**src/hw/rtl/correction_table_interpolator_assert.svh**
```systemverilog
// Assertion helpers shared by the RTL of the correction table interpolator.
`ifndef CORRECTION_TABLE_INTERPOLATOR_ASSERT_SVH
`define CORRECTION_TABLE_INTERPOLATOR_ASSERT_SVH

// Same-cycle implication, disabled while reset is asserted.
`define CTI_ASSERT_IMPL(label, clk, rst_n, ante, cons, msg) \
	label: assert property (@(posedge clk) disable iff (!rst_n) (ante) |-> (cons)) \
		else $error(msg);

// Next-cycle implication, disabled while reset is asserted.
`define CTI_ASSERT_NEXT(label, clk, rst_n, ante, cons, msg) \
	label: assert property (@(posedge clk) disable iff (!rst_n) (ante) |=> (cons)) \
		else $error(msg);

`endif

```
**src/hw/rtl/cti_ram.sv**
```systemverilog
module cti_ram #(
	parameter int WIDTH = 8,
	parameter int DEPTH = 16
) (
	input  logic                     clk,
	input  logic                     we,
	input  logic [$clog2(DEPTH)-1:0] waddr,
	input  logic [WIDTH-1:0]         wdata,
	input  logic [$clog2(DEPTH)-1:0] raddr,
	output logic [WIDTH-1:0]         rdata
);

	logic [WIDTH-1:0] mem_q [DEPTH];
	logic [WIDTH-1:0] rdata_q;

	always_ff @(posedge clk) begin
		if (we) begin
			mem_q[waddr] <= wdata;
		end
		rdata_q <= mem_q[raddr];
	end

	assign rdata = rdata_q;

endmodule

```
**config.mk**
```make
export PLATFORM = sky130hd
export DESIGN_NAME = cti_ram
export DESIGN_NICKNAME = d
export VERILOG_FILES = /design/src/hw/rtl/correction_table_interpolator_assert.svh /design/src/hw/rtl/cti_ram.sv
export SDC_FILE = /design/constraint.sdc
export NUM_CORES = 1
export LEC_CHECK = 0
export BUFFER_PORTS_ARGS = -buffer_cell sky130_fd_sc_hd__buf_2
export CAP_MARGIN = 20
export CORE_AREA = 2 2 96 98
export CTS_CLUSTER_SIZE = 14
export DETAILED_ROUTE_END_ITERATION = 7
export DIE_AREA = 0 0 98 100
export PLACE_DENSITY = 0.77
export SLEW_MARGIN = 10
export SYNTH_ARGS = -nofsm -noshare
export SYNTH_HDL_FRONTEND = slang
export SYNTH_SLANG_ARGS = --single-unit
export TNS_END_PERCENT = 50
```
**constraint.sdc**
```tcl
create_clock -name clk -period 2.1 [get_ports clk]
set_input_delay 0.21 -clock clk [delete_from_list [all_inputs] [get_ports clk]]
set_output_delay 0.21 -clock clk [all_outputs]
set_load 0.05 [all_outputs]
```
==> impl_results.md <==
- Total GRT Usage: 22.9%
- Crit Path Class: reg2reg
- Worst-margin pin slew: 746 ps
- Postcts setup bufs: 0
- Synth Cell Area: 5150 µm²
- Cell Rows: 35
- Min Tclk post-route: 1390 ps
- Maximum clock path buffer count: 2
- Final setup viols: 0
- Clock latency on the worst-skew pair: 520 ps
- RSZ-0062 raised after global routing: false
- TritonCTS Buffers: 17
- Area Overhead vs Synth: 17.4%
- First-pass GRT wire length: 15500 µm
- Pleak: 0.00206 µW
- Flop2flop setup slack: 710 ps
- Top Ports: 26
- Routed wire length: 10400 µm
- Slew margin rel.: 50.1%
- Vias in the first global route: 2587
- Max-Cap Viols: 0
- H-tree depth: 4
- Register bit total from synthesis: 136
- CTS tree: built
- Port bufs: 25
- # hold bufs at CTS: 0
- CTS clk-pin slew, worst paths: 60 ps
- Seq/Total Area, Yosys: 77.8%
- Die area: 9800 µm²
- Yosys warning count: 0
- Antenna-violating nets left: 0
- CP Capture Type: flop
- RR Endpoint: rdata[0]
- Cell Pwr Density: 1010 nW/µm²
- Critical Path Start Type: flop
- Diode count: 0
- Starting Density: 57.9%
- Tot Pwr: 6130 µW
- End of the critical path: rdata[0]
- Util after Layout: 68.0%
- Root Buffer: clkbuf_8
- CP arrival: 1770 ps
- Worst setup path start: mem_q[10][0]
- Clock sink total: 136
- Chip width: 98 µm
- Hold slack: 64.5 ps
- Worst-case reg-to-reg path depth: 3
- Hold WC Path Type: in2reg
- GPL Wtd Cong: 0.797
- Max rail drop VDD: 0.634 mV
- Core Area: 8890 µm²
- Initial antenna violation count: 0
- Fmax: 0.720 GHz
- Layout cell share with drive strength beyond 1: 30.5%
- Clock skew: 8.55 ps
- Post-Route Setup TNS: 0 ps
- Dpl hpwl: 6040 µm
- Post-route DRC violation count: 0
- Final hold vios: 0
- Die Height: 100 µm
- Net Count, Synth: 247
- Drt initial violations: 333
- Synth cell types: 19
- Final Max Tran Viols: 0
- Period utilization: 66.2%
- Status: complete, no violations
- Total Nets Final: 300
- Post-CTS sizing: 0
- Initial DRT Pass Iterations: 5
- Worst Path Max Fanout: 1
- GRT overflow: 0
- Cells after Synth: 229
- Largest net degree at the start of global routing: 33
- Vias: 2567
- RR Startpoint: mem_q[10][0]
- Via density: 6.32
- Routed WL per cell: 25.6 µm
- Avg Cell Area, Syn: 22.5 µm²
- Worst Path Required: 2490 ps
## cell type report
| type | instances | area (µm²) |
|---|---|---|
| fill | 555 | 2850 |
| clock buffer | 19 | 422 |
| tap | 111 | 139 |
| multi-input combinational | 83 | 1060 |
| timing repair buffer | 44 | 293 |
| clock inverter | 13 | 130 |
| sequential | 136 | 4000 |
## worst max-delay path, cell delays in order, from the launching register on
cell and delay [ps]:
edfxtp_1 360, mux4_2 460, a22oi_1 310, nand2_1 120
## synthesized netlist by cell type, drive strengths merged
| master | n | area [µm²] |
|---|---|---|
| clkdlybuf4s25 | 3 | 30.0 |
| nor2 | 13 | 48.8 |
| and2b | 1 | 7.51 |
| buf | 7 | 56.3 |
| nor3 | 4 | 20.0 |
| nand2 | 9 | 33.8 |
| edfxtp | 128 | 3840 |
| or3b | 1 | 8.76 |
| and2 | 1 | 6.26 |
| dfxtp | 8 | 160 |
| nor2b | 1 | 6.26 |
| nand2b | 2 | 12.5 |
| a22oi | 16 | 120 |
| nand3 | 1 | 5.00 |
| nand3b | 2 | 15.0 |
| mux4 | 32 | 773 |
## cells in the final DEF (no fill, tap or decap), drive strengths merged
master	count
a22oi	16
and2	1
and2b	1
buf	44
bufinv	2
clkbuf	19
clkinv	7
clkinvlp	3
dfxtp	8
edfxtp	128
inv	1
mux4	32
nand2	9
nand2b	2
nand3	1
nand3b	2
nor2	13
nor2b	1
nor3	4
or3b	1
## kinds of logic (layout without fill, tap and decap cells)
group / Yosys count / count (layout) / synth area share [%]
and+or+nand+nor: 35 / 35 / 3.18
AOI/OAI and AO/OA: 16 / 16 / 2.33
buffers and inverters: 10 / 76 / 1.68
DFF: 136 / 136 / 77.8
muxes: 32 / 32 / 15.0
## where the power goes
group          internal (µW)  total, µW  switching (µW)  leakage, µW
clock                   1680       2740            1060     0.000261
sequential              3040       3050            18.1      0.00122
combinational            122        344             221     0.000581
total                   4830       6130            1300      0.00206
## state kept, by name, indices dropped and copies added, names as in the netlist
register and count:
rdata 8, mem_q 128
## worst min-delay path by stage
stage | start | endpoint | slack, ps | cells past startpoint
floorplan | wdata[0] | mem_q[0][0] | 310 | 0
global placement | wdata[3] | mem_q[15][3] | 590 | 1
detailed placement | wdata[3] | mem_q[13][3] | 600 | 1
CTS | wdata[4] | mem_q[12][4] | 50 | 1
global route | wdata[4] | mem_q[12][4] | 70 | 1
finish | wdata[3] | mem_q[1][3] | 60 | 1
## routing by layer
metal / up-vias / share of wire, % / global-route usage (%)
met5: - / 0 / 0
met4: 0 / 2.5 / 11.3
met3: 26 / 6.2 / 5.29
met2: 113 / 51 / 35.5
met1: 1343 / 40 / 31.4
li1: 1085 / - / -
## stage by stage
step	cells	area [µm²]	setup slack, ps
3_3_place_gp	374	5490	495
2_1_floorplan	229	5150	397
6_report	406	6040	711
5_1_grt	406	6040	709
4_1_cts	406	6040	742
3_5_place_dp	374	5490	466
(Power assumes the default switching activity.)
