`src/hw/rtl/correction_table_interpolator_assert.svh`:
```
// Assertion helpers shared by the RTL of the correction table interpolator.
`ifndef CORRECTION_TABLE_INTERPOLATOR_ASSERT_SVH
`define CORRECTION_TABLE_INTERPOLATOR_ASSERT_SVH

// Same-cycle implication, disabled while reset is asserted.
`define CTI_ASSERT_IMPL(label, clk, rst_n, ante, cons, msg) \
	label: assert property (@(posedge clk) disable iff (!rst_n) (ante) |-> (cons)) \
		else $error(msg);

// Next-cycle implication, disabled while reset is asserted.
`define CTI_ASSERT_NEXT(label, clk, rst_n, ante, cons, msg) \
	label: assert property (@(posedge clk) disable iff (!rst_n) (ante) |=> (cons)) \
		else $error(msg);

`endif

```
`src/hw/rtl/cti_pkg.sv`:
```
package cti_pkg;

	localparam int FREQ_W   = 40;
	localparam int CORR_W   = 16;
	localparam int SEG_W    = 6;
	localparam int INDEX_W  = 6;
	localparam int PCOUNT_W = 7;
	localparam int DELTA_W  = CORR_W + 1;
	localparam int SUM_W    = CORR_W + 2;
	localparam int HALF_W   = FREQ_W / 2;
	localparam int HIGH_W   = FREQ_W - HALF_W;
	localparam int PROD_W   = CORR_W + FREQ_W + 1;
	localparam int APB_DW   = 32;
	localparam int ADDR_W   = 3;
	localparam int REG_IDX_W = ADDR_W - 2;

	localparam logic [REG_IDX_W-1:0] REG_POINT_COUNT = 1'b0;

	localparam logic REQ_LOAD  = 1'b0;
	localparam logic REQ_QUERY = 1'b1;

	localparam logic [PCOUNT_W-1:0] POINT_COUNT_RESET = 7'd1;

	localparam logic signed [SUM_W-1:0] CORR_SAT_HI = 18'sd32767;
	localparam logic signed [SUM_W-1:0] CORR_SAT_LO = -18'sd32767;

	typedef struct packed {
		logic                     req_type;
		logic [INDEX_W-1:0]       entry_index;
		logic [FREQ_W-1:0]        point_frequency;
		logic signed [CORR_W-1:0] point_correction;
		logic [FREQ_W-1:0]        query_frequency;
	} request_t;

	typedef struct packed {
		logic signed [CORR_W-1:0] correction;
		logic [SEG_W-1:0]         segment_used;
	} result_t;

	typedef struct packed {
		logic [FREQ_W-1:0]        freq;
		logic signed [CORR_W-1:0] corr;
	} entry_t;

	typedef struct packed {
		logic              start;
		logic [PROD_W-1:0] dividend;
		logic [FREQ_W-1:0] divisor;
	} div_req_t;

	typedef struct packed {
		logic              done;
		logic [PROD_W-1:0] quotient;
	} div_rsp_t;

	typedef enum logic [3:0] {
		ST_IDLE,
		ST_FIRST,
		ST_LAST,
		ST_CURS,
		ST_WALK,
		ST_PREP,
		ST_MUL_LO,
		ST_MUL_HI,
		ST_DIV_GO,
		ST_DIV_WAIT
	} cti_state_t;

endpackage

```
`src/hw/rtl/cti_div.sv`:
```
module cti_div (
	input  logic              clk,
	input  logic              arst_n,
	input  cti_pkg::div_req_t div_req,
	output cti_pkg::div_rsp_t div_rsp
);

	import cti_pkg::*;

	`include "correction_table_interpolator_assert.svh"

	localparam int CNT_W = $clog2(PROD_W + 1);

	logic              busy_q;
	logic              done_q;
	logic [CNT_W-1:0]  cnt_q;
	logic [PROD_W-1:0] quo_q;
	logic [FREQ_W-1:0] rem_q;
	logic [FREQ_W-1:0] dvs_q;

	logic [FREQ_W:0] trial;
	logic [FREQ_W:0] diff;
	logic            fits;

	// one restoring step: shift in the next dividend bit, subtract if it fits
	assign trial = {rem_q, quo_q[PROD_W-1]};
	assign diff  = trial - {1'b0, dvs_q};
	assign fits  = trial >= {1'b0, dvs_q};

	always_ff @(posedge clk or negedge arst_n) begin
		if (!arst_n) begin
			busy_q <= 1'b0;
			done_q <= 1'b0;
			cnt_q  <= '0;
		end else begin
			done_q <= 1'b0;
			if (div_req.start) begin
				busy_q <= 1'b1;
				cnt_q  <= '0;
			end else if (busy_q) begin
				cnt_q <= cnt_q + CNT_W'(1);
				if (cnt_q == CNT_W'(PROD_W - 1)) begin
					busy_q <= 1'b0;
					done_q <= 1'b1;
				end
			end
		end
	end

	always_ff @(posedge clk) begin
		if (div_req.start) begin
			quo_q <= div_req.dividend;
			rem_q <= '0;
			dvs_q <= div_req.divisor;
		end else if (busy_q) begin
			rem_q <= fits ? diff[FREQ_W-1:0] : trial[FREQ_W-1:0];
			quo_q <= {quo_q[PROD_W-2:0], fits};
		end
	end

	assign div_rsp.done     = done_q;
	assign div_rsp.quotient = quo_q;

	`CTI_ASSERT_IMPL(a_no_restart_in_flight, clk, arst_n, div_req.start, !busy_q,
		"divider restarted while busy")

endmodule

```
`config.mk`:
```
export PLATFORM = sky130hd
export DESIGN_NAME = cti_div
export DESIGN_NICKNAME = d
export VERILOG_FILES = /design/src/hw/rtl/cti_pkg.sv /design/src/hw/rtl/cti_div.sv
export VERILOG_INCLUDE_DIRS = /design/src /design/src/hw/rtl
export SDC_FILE = /design/constraint.sdc
export NUM_CORES = 1
export LEC_CHECK = 0
export ABC_AREA = 1
export BUFFER_PORTS_ARGS = -buffer_cell sky130_fd_sc_hd__buf_2
export CAP_MARGIN = 25
export CORE_MARGIN = 2
export CORE_UTILIZATION = 50
export CTS_CLUSTER_DIAMETER = 60
export DETAILED_ROUTE_END_ITERATION = 7
export GPL_TIMING_DRIVEN = 0
export PLACE_DENSITY = 0.77
export RECOVER_POWER = 25
export REMOVE_ABC_BUFFERS = 1
export SLEW_MARGIN = 20
export SYNTH_ARGS = -nofsm -noshare
export SYNTH_HDL_FRONTEND = slang
export SYNTH_SLANG_ARGS = --single-unit
```
`constraint.sdc`:
```
create_clock -name clk -period 3 [get_ports clk]
set_clock_uncertainty 0.1 [all_clocks]
set_input_delay 0 -clock clk [delete_from_list [all_inputs] [get_ports clk]]
set_output_delay 0 -clock clk [all_outputs]
set_load 0.02 [all_outputs]
```
==> impl_table.tex, run 1 <==
\begin{tabular}{lr}
\hline
Metric & Value \\
\hline
\multicolumn{2}{l}{\textbf{Global routing}} \\
Met2 Use GR & 0.478 \\
Fraction of met1 tracks used by global routing & 0.343 \\
Via count of the first global-routing pass & 8743 \\
Busiest grt layer & met2 \\
Pin count of the biggest net entering global routing & 65 \\
Routing usage on met3 & 0.0506 \\
Final global-route overflow total & 0 \\
Wire length of the first global-routing pass & 43000 µm \\
All-Layer GR Usage & 0.272 \\
Antenna violations before repair & 0 \\
\multicolumn{2}{l}{\textbf{Synthesis}} \\
Synth top area share & 0.311 \\
Proportion of synthesized chip area in sequential cells & 0.418 \\
Synthesized cell area & around 0.0094 mm² \\
Most used standard cells in the synthesized netlist & sky130\_fd\_sc\_hd\_\_nand2\_1 (560), sky130\_fd\_sc\_hd\_\_inv\_1 (216), sky130\_fd\_sc\_hd\_\_edfxtp\_1 (97), sky130\_fd\_sc\_hd\_\_nand3\_1 (86), sky130\_fd\_sc\_hd\_\_nor2\_1 (64) \\
Unique masters post-synth & 39 \\
Most instantiated library cell after synthesis & sky130\_fd\_sc\_hd\_\_nand2\_1 \\
Post-synthesis average cell area & around 7.1 µm² \\
Warnings from Yosys & 0 \\
Number of enable flip-flop cells after synthesis & between 90 and 100 \\
Primary flip-flop cell chosen by synthesis mapping & sky130\_fd\_sc\_hd\_\_edfxtp\_1 \\
Share of synthesized flip-flops with an asynchronous set or reset & 0.0552 \\
\#FFs+latches synth & about 150 \\
Cell types with the largest area share after synthesis & sky130\_fd\_sc\_hd\_\_edfxtp\_1 (31\%), sky130\_fd\_sc\_hd\_\_nand2\_1 (22\%), sky130\_fd\_sc\_hd\_\_inv\_1 (8.7\%) \\
Cell type with the highest aggregate area in the netlist & sky130\_fd\_sc\_hd\_\_edfxtp\_1 \\
Number of standard cells after synthesis & about 1.3k \\
\multicolumn{2}{l}{\textbf{Die}} \\
Die width & roughly 140 µm \\
Number of top-level design ports & 158 \\
Number of placement rows & 50 \\
Die Height & about 140 µm \\
Effective utilization at floorplan & 0.506 \\
Area inside the core boundary & roughly 0.019 mm² \\
Die Outline Area & approximately 0.020 mm² \\
\multicolumn{2}{l}{\textbf{Final layout}} \\
Area of all placed cells without fillers & around 0.012 mm² \\
Net count of the finished layout & $\sim$1.7k \\
Fraction of layout cells with a size suffix above 1 & 0.147 \\
Area added between synthesis and finish & 27.5\% \\
Final standard cell count with taps included and fillers excluded & 1810 \\
Finished Core Util & 0.645 \\
\# diodes & 0 \\
\multicolumn{2}{l}{\textbf{Critical path}} \\
Slowest cell on the critical path & sky130\_fd\_sc\_hd\_\_edfxtp\_1 \\
Cells on worst reg2reg path & 13 \\
Launch point of the critical path & dvs\_q[21] \\
Crit path capture type & register \\
Origin of the critical flop-to-flop path & dvs\_q[21] \\
WP data arrival & 2.87 ns \\
R2R setup slack & about 0.35 ns \\
Kind of launch point of the worst setup path & register \\
Number of gates on the worst path with buffers counted & 13 \\
End of the critical path & rem\_q[35] \\
Worst path cell trace & inv\_1 > ha\_1 > nand2\_1 > nor2\_2 > nand2\_2 > nor2\_1 > nand2\_1 > nand3\_2 > nand2\_8 > nand2\_8 > nand3\_1 > nand2\_1 > nand2\_1 \\
Type of the worst setup path & register to register \\
Worst endpoint required time & 3.22 ns \\
Crit path buf inv count & 1 \\
Max stage delay on crit path & between 0.3 and 0.4 ns \\
Endpoint of the lowest-slack register-to-register path & rem\_q[35] \\
Cell repeated most along the worst path & sky130\_fd\_sc\_hd\_\_nand2\_1 \\
Kind of cell with the highest combined delay on the critical path & simple AND/OR/NAND/NOR gates \\
Worst Path Max Fanout & 42 \\
\multicolumn{2}{l}{\textbf{Power and ir drop}} \\
Static power due to leakage & roughly 6.3 nW \\
Max IR drop VDD & around 0.38 mV \\
Power density relative to cell area & 715 mW/mm² \\
\multicolumn{2}{l}{\textbf{Run status}} \\
Outcome & complete, no violations \\
\multicolumn{2}{l}{\textbf{Placement}} \\
Post-place instance area & 0.0103 mm² \\
Setup slack after placement & about 0.18 ns \\
Total of buffers placed on input and output ports & about 160 \\
Dpl cells & $\sim$1.7k \\
Routability cong. & 0.921 \\
HPWL Detailed & 18300 µm \\
\multicolumn{2}{l}{\textbf{Timing}} \\
Unrepaired setup endpoints after global routing & false \\
Final Critical Period & 2.65 ns \\
Max-slew violation count & 0 \\
Final worst-path setup slack & about 0.35 ns \\
Hold violation count in the final report & 0 \\
Post-Route Hold Slack & between 0.15 and 0.2 ns \\
Worst Tran Pin Value & $\sim$0.6 ns \\
Number of setup violations in the final report & 0 \\
Maximum clock frequency & approximately 380 MHz \\
Max-slew headroom & 0.598 \\
Final worst-path cycle share & 0.882 \\
\multicolumn{2}{l}{\textbf{Drt}} \\
Via count & 9048 \\
Vias per Instance & roughly 5.0 \\
First-pass DRT Iterations & 5 \\
Routed wire length & between 20000 and 30000 µm \\
Detailed Route Iter0 Violations & around 600 \\
Wire length per cell & 14.8 µm \\
Post-detailed-route count of antenna-violating nets & 0 \\
DRC violations left & 0 \\
\multicolumn{2}{l}{\textbf{Clock network}} \\
Clock slew at the register clock pins of the worst setup and hold paths & around 0.07 ns \\
Source-to-sink clock delay at the later pin of the worst-skew pair & approximately 0.44 ns \\
CTS sink count & $\sim$150 \\
Clock root cell & sky130\_fd\_sc\_hd\_\_clkbuf\_16 \\
Inserted Clock Buffers & 17 \\
Clock Path Buffers & 2 \\
Max H-tree Level & 4 \\
CTS tree & built \\
\multicolumn{2}{l}{\textbf{Run}} \\
Max Cap Violations & 0 \\
\multicolumn{2}{l}{\textbf{Hold path}} \\
Worst hold-check path type & primary input to register \\
\hline
\end{tabular}
[cells in the final DEF, fill, tap and decap left out, types with 7 or more instances in the layout]
cell type / count
sky130_fd_sc_hd__nand2_2: 7
sky130_fd_sc_hd__o21ai_0: 14
sky130_fd_sc_hd__dfxtp_1: 40
sky130_fd_sc_hd__edfxtp_1: 97
sky130_fd_sc_hd__buf_2: 152
sky130_fd_sc_hd__ha_1: 42
sky130_fd_sc_hd__nand2_1: 560
sky130_fd_sc_hd__clkinv_1: 7
sky130_fd_sc_hd__nor2_1: 62
sky130_fd_sc_hd__o21ai_1: 18
sky130_fd_sc_hd__nand3_2: 8
sky130_fd_sc_hd__clkbuf_16: 17
sky130_fd_sc_hd__xnor2_1: 21
sky130_fd_sc_hd__nor2_2: 14
sky130_fd_sc_hd__dfrtp_1: 8
sky130_fd_sc_hd__nand3_1: 86
sky130_fd_sc_hd__a21oi_1: 29
sky130_fd_sc_hd__inv_1: 216
sky130_fd_sc_hd__dlygate4sd3_1: 100
sky130_fd_sc_hd__nand3b_1: 20
[metal layers]
metal | wire, µm | part of all wire
met1 | 11500 | 0.43
met2 | 12900 | 0.48
met4 | 591 | 0.022
met5 | 0 | 0
met3 | 1720 | 0.064
[worst min-delay path by stage]
| stage | startpoint | end | slack (ns) | depth (start not counted) |
|---|---|---|---|---|
| 2_1_floorplan | arst_n | busy_q | -0.40 | 0 |
| 3_3_place_gp | arst_n | done_q | -0.24 | 1 |
| 3_5_place_dp | arst_n | done_q | -0.24 | 1 |
| 4_1_cts | div_req[24] | dvs_q[24] | 0.16 | 2 |
| 5_1_grt | div_req[6] | dvs_q[6] | 0.18 | 2 |
| 6_report | div_req[17] | dvs_q[17] | 0.18 | 2 |
[cell families (layout without fill, tap and decap cells)]
group,after synthesis,count (layout),synth area share
fa+ha+maj,43,43,0.0582
simple gates,773,774,0.347
buf+inv,259,520,0.113
compound gates,72,72,0.0428
xor+xnor,22,22,0.0206
flops,145,145,0.418
[area by class of cell]
| cell class | instances | area [µm²] |
|---|---|---|
| repair buffers | 262 | 1900 |
| clock buffers | 18 | 429 |
| flip-flops and latches | 145 | 3910 |
| clock inverters | 14 | 141 |
| well taps | 234 | 293 |
| multi-input cells | 911 | 4420 |
| fillers | 1580 | 6570 |
| inverters | 226 | 851 |
[what timing repair did]
action,CTS,global route
setup buffers,0,0
endpoints found under the hold margin,132,0
gates resized for setup,0,1
hold buffers,100,0
setup endpoints to repair,0,37
[where the power goes]
part	internal (W)	switching, W	leakage [nW]
Combinational	0.00140	0.00237	4.57
Clock	0.00111	0.00101	0.284
Sequential	0.00246	0.000191	1.45
[state kept, by name, summed over array words and instances (netlist names)]
| register | cells |
|---|---|
| busy_q | 1 |
| cnt_q | 6 |
| done_q | 1 |
| dvs_q | 40 |
| quo_q | 57 |
| rem_q | 40 |
[metrics by stage]
stage          setup TNS [ns]  total power, W
6_report                    0         0.00854
5_1_grt                     0         0.00914
4_1_cts                     0         0.00851
3_5_place_dp                0         0.00628
3_3_place_gp          -134.92         0.00621
2_1_floorplan               0         0.00536
No activity file was read; power rests on OpenSTA's default activity.
==> run 2: changes to the inputs <==
PLACE_DENSITY = 0.74   (was 0.77)
clock period = 2.6 ns   (was 3 ns; I/O delays follow)
==> run 2 against run 1 <==
Net effect:
- core utilization increased by 0.91 points
- register-to-register slack got worse by 0.25 ns
- sequential cell count unchanged
- design area increased by 1.4%
- largest power group unchanged
- highest routed layer unchanged
- final cell count increased by 0.55%
- routed wire length increased by 3.0%
- critical endpoint is now rem_q[37]
- sequential share of layout area decreased by 0.45 points
- clock-buffer cell count unchanged
==> impl_table.tex, run 2 (same netlist as run 1, synthesis figures left out) <==
\begin{tabular}{lr}
\hline
Metric & Value \\
\hline
\multicolumn{2}{l}{\textbf{Run status}} \\
Outcome & complete, no violations \\
\multicolumn{2}{l}{\textbf{Global routing}} \\
Final global-route overflow total & 0 (unchanged) \\
Via count of the first global-routing pass & 9007 (+3.0\%) \\
Wire length of the first global-routing pass & 43400 µm (+0.95\%) \\
Antenna violations before repair & 0 (unchanged) \\
Pin count of the biggest net entering global routing & 69 (+6.2\%) \\
All-Layer GR Usage & 0.274 (+0.00117) \\
\multicolumn{2}{l}{\textbf{Critical path}} \\
Crit path capture type & register \\
Crit path buf inv count & 3 (+2) \\
Worst Path Max Fanout & 11 (-74\%) \\
Kind of launch point of the worst setup path & register \\
WP data arrival & 2.72 ns (-0.15 ns) \\
Type of the worst setup path & register to register \\
Endpoint of the lowest-slack register-to-register path & rem\_q[37] \\
Worst path cell trace & inv\_1 > ha\_1 > a21oi\_1 > o21ai\_1 > a21oi\_2 > nand2\_4 > buf\_12 > nor2\_4 > nand3\_2 > nand2\_1 > clkinv\_1 > nand2\_1 > nand2\_1 \\
Launch point of the critical path & dvs\_q[36] \\
Slowest cell on the critical path & sky130\_fd\_sc\_hd\_\_nor2\_4 \\
R2R setup slack & 0.10 ns (-0.25 ns) \\
Max stage delay on crit path & 0.42 ns (+0.06 ns) \\
Kind of cell with the highest combined delay on the critical path & simple AND/OR/NAND/NOR gates \\
Worst endpoint required time & 2.82 ns (-0.40 ns) \\
Cell repeated most along the worst path & sky130\_fd\_sc\_hd\_\_nand2\_1 \\
Cells on worst reg2reg path & 13 (unchanged) \\
Origin of the critical flop-to-flop path & dvs\_q[36] \\
\multicolumn{2}{l}{\textbf{Final layout}} \\
\# diodes & 0 (unchanged) \\
Area occupied by multi-input gates & 0.00453 mm² (+2.4\%) \\
Max FFs per register & 57 (unchanged) \\
Area occupied by registers & 0.00391 mm² (unchanged) \\
Commonest non-fill, non-tap cell in the layout & sky130\_fd\_sc\_hd\_\_nand2\_1 \\
Area added between synthesis and finish & 29.3\% \\
Fraction of layout cells with a size suffix above 1 & 0.151 (+0.00412) \\
Finished Core Util & 0.654 (+0.00905) \\
Area of all placed cells without fillers & 0.0121 mm² (+1.4\%) \\
Largest registers in the final layout & quo\_q (57), dvs\_q (40), rem\_q (40) \\
Net count of the finished layout & 1716 (+0.59\%) \\
Filler cell count in the final layout & 1573 (-0.44\%) \\
Most used cells in the layout excluding fill and tap cells & sky130\_fd\_sc\_hd\_\_nand2\_1 (560), sky130\_fd\_sc\_hd\_\_inv\_1 (216), sky130\_fd\_sc\_hd\_\_buf\_2 (148), sky130\_fd\_sc\_hd\_\_dlygate4sd3\_1 (100), sky130\_fd\_sc\_hd\_\_edfxtp\_1 (97) \\
Largest register by flop count & quo\_q \\
\multicolumn{2}{l}{\textbf{Timing}} \\
Final worst-path cycle share & 0.961 (+0.0793) \\
Max-slew headroom & 0.575 (-0.0227) \\
Sum of negative setup slack & 0 ns (unchanged) \\
Unrepaired setup endpoints after global routing & true \\
Maximum clock frequency & 400 MHz (+5.9\%) \\
Max-slew violation count & 0 (unchanged) \\
Number of setup violations in the final report & 0 (unchanged) \\
Hold violation count in the final report & 0 (unchanged) \\
Final Critical Period & 2.50 ns (-0.147 ns) \\
Worst Tran Pin Value & 0.636 ns (+0.0339 ns) \\
\multicolumn{2}{l}{\textbf{Die}} \\
Effective utilization at floorplan & 0.506 (unchanged) \\
Area inside the core boundary & 0.0185 mm² (unchanged) \\
Die width & 141 µm (unchanged) \\
Die Outline Area & 0.0198 mm² (unchanged) \\
Number of placement rows & 50 (unchanged) \\
Number of top-level design ports & 158 (unchanged) \\
Die Height & 141 µm (unchanged) \\
\multicolumn{2}{l}{\textbf{Placement}} \\
Total of buffers placed on input and output ports & 157 (unchanged) \\
HPWL Detailed & 17500 µm (-4.1\%) \\
Post-place instance area & 0.0103 mm² (about the same) \\
Routability cong. & 0.929 (+0.96\%) \\
\multicolumn{2}{l}{\textbf{Hold path}} \\
Min-Delay Path Depth & 2 (unchanged) \\
Hold Path End & dvs\_q[25] \\
Startpoint of the most critical hold path & div\_req[25] \\
Worst hold-check path type & primary input to register \\
\multicolumn{2}{l}{\textbf{Drt}} \\
Wire length per cell & 15.1 µm (+2.5\%) \\
Detailed Route Iter0 Violations & 665 (+10\%) \\
Vias per Instance & 5.07 (+1.4\%) \\
DRC violations left & 0 (unchanged) \\
Post-detailed-route count of antenna-violating nets & 0 (unchanged) \\
Via count & 9221 (+1.9\%) \\
Routed wire length & 27500 µm (+3.0\%) \\
First-pass DRT Iterations & 5 (unchanged) \\
\multicolumn{2}{l}{\textbf{Clock network}} \\
Clock Path Buffers & 2 (unchanged) \\
Source-to-sink clock delay at the later pin of the worst-skew pair & 0.44 ns (about the same) \\
Max H-tree Level & 4 (unchanged) \\
CTS sink count & 145 (unchanged) \\
Inserted Clock Buffers & 17 (unchanged) \\
CTS tree & built \\
Clock root cell & sky130\_fd\_sc\_hd\_\_clkbuf\_16 \\
Clock slew at the register clock pins of the worst setup and hold paths & 0.07 ns (about the same) \\
\multicolumn{2}{l}{\textbf{Power and ir drop}} \\
Int Power & 0.00587 W (+18\%) \\
Sequential Power Share & 0.302 (-0.009) \\
Power density relative to cell area & 836 mW/mm² (+17\%) \\
Combinational Power Share & 0.459 (+0.018) \\
Switching fraction of total power & 0.420 (+0.00198) \\
Max IR drop VDD & 0.498 mV (+32\%) \\
Switching component of the power & 0.00426 W (+19\%) \\
Static power due to leakage & 6.37 nW (+0.96\%) \\
Share of power burned in the clock network & 0.239 (-0.009) \\
\multicolumn{2}{l}{\textbf{Run}} \\
Max Cap Violations & 0 (unchanged) \\
\hline
\end{tabular}
## run 2: cell types whose count changed in the layout (fill, tap and decap cells not counted), moves of 2 or more
cell / change
sky130_fd_sc_hd__buf_2: -4
sky130_fd_sc_hd__clkbuf_1: +4
sky130_fd_sc_hd__buf_12: +3
sky130_fd_sc_hd__nand2_4: +3
sky130_fd_sc_hd__nor2_4: +3
sky130_fd_sc_hd__buf_4: +2
sky130_fd_sc_hd__clkinvlp_4: +2
sky130_fd_sc_hd__nand2_8: +2
sky130_fd_sc_hd__nor2_1: -2
## run 2: worst max-delay path by stage
stage,depth (start not counted),endpoint,slack (ns)
2_1_floorplan,2,quo_q[0],0.15
3_3_place_gp,3,quo_q[56],-2.04
3_5_place_dp,11,rem_q[13],-0.18
4_1_cts,15,rem_q[13],0.02
5_1_grt,13,rem_q[37],-0.03
6_report,13,rem_q[37],0.10
## run 2: power groups by stage
stage	logic (W)	clock network [W]	registers, W
2_1_floorplan	0.00302	0	0.00316
3_3_place_gp	0.00407	0	0.00309
3_5_place_dp	0.00413	0	0.00309
4_1_cts	0.00430	0.00245	0.00305
5_1_grt	0.00521	0.00255	0.00311
6_report	0.00465	0.00242	0.00306
## run 2: cell type report
type / count / area share
multi-input combinational: 917 / 0.374
sequential: 145 / 0.323
timing repair buffer: 266 / 0.162
inverter: 226 / 0.0702
clock buffer: 18 / 0.0354
tap: 234 / 0.0242
clock inverter: 14 / 0.0118
## run 2: per-stage QoR
| stage | worst slack, ns | hold WS (ns) | std cells | power, W |
|---|---|---|---|---|
| after floorplan | 0.147 | -0.396 | 1281 | 0.00619 |
| after global placement | -2.04 | -0.245 | 1672 | 0.00716 |
| after detailed placement | -0.178 | -0.244 | 1675 | 0.00723 |
| after CTS | 0.0183 | 0.163 | 1808 | 0.00980 |
| after global routing | -0.0254 | 0.174 | 1820 | 0.0109 |
| final | 0.101 | 0.175 | 1820 | 0.0101 |
## run 2: timing repair
item                                   CTS  global route
gates cloned                             1             6
pin swaps                                2             6
resized for setup                        2             6
endpoints found under the hold margin  126             0
setup endpoints to repair               40            40
setup buffers                            0             5
hold buffers                           100             0
## run 2: worst register-to-register path, stage by stage, from the launching register on
cell                       delay [ns]
sky130_fd_sc_hd__edfxtp_1        0.37
sky130_fd_sc_hd__inv_1           0.07
sky130_fd_sc_hd__ha_1            0.27
sky130_fd_sc_hd__a21oi_1         0.22
sky130_fd_sc_hd__o21ai_1         0.14
sky130_fd_sc_hd__a21oi_2         0.21
sky130_fd_sc_hd__nand2_4         0.10
sky130_fd_sc_hd__buf_12          0.15
sky130_fd_sc_hd__nor2_4          0.42
sky130_fd_sc_hd__nand3_2         0.11
sky130_fd_sc_hd__nand2_1         0.07
sky130_fd_sc_hd__clkinv_1        0.06
sky130_fd_sc_hd__nand2_1         0.06
sky130_fd_sc_hd__nand2_1         0.05
## run 2: per-layer routing
| layer | wire, µm | up-vias | share of wire | GRT usage |
|---|---|---|---|---|
| met5 | 0 | - | 0 | 0 |
| met4 | 832 | 0 | 0.030 | 0.0879 |
| met3 | 2160 | 69 | 0.078 | 0.0581 |
| met2 | 13000 | 416 | 0.47 | 0.468 |
| met1 | 11500 | 4162 | 0.42 | 0.348 |
| li1 | - | 4574 | - | - |
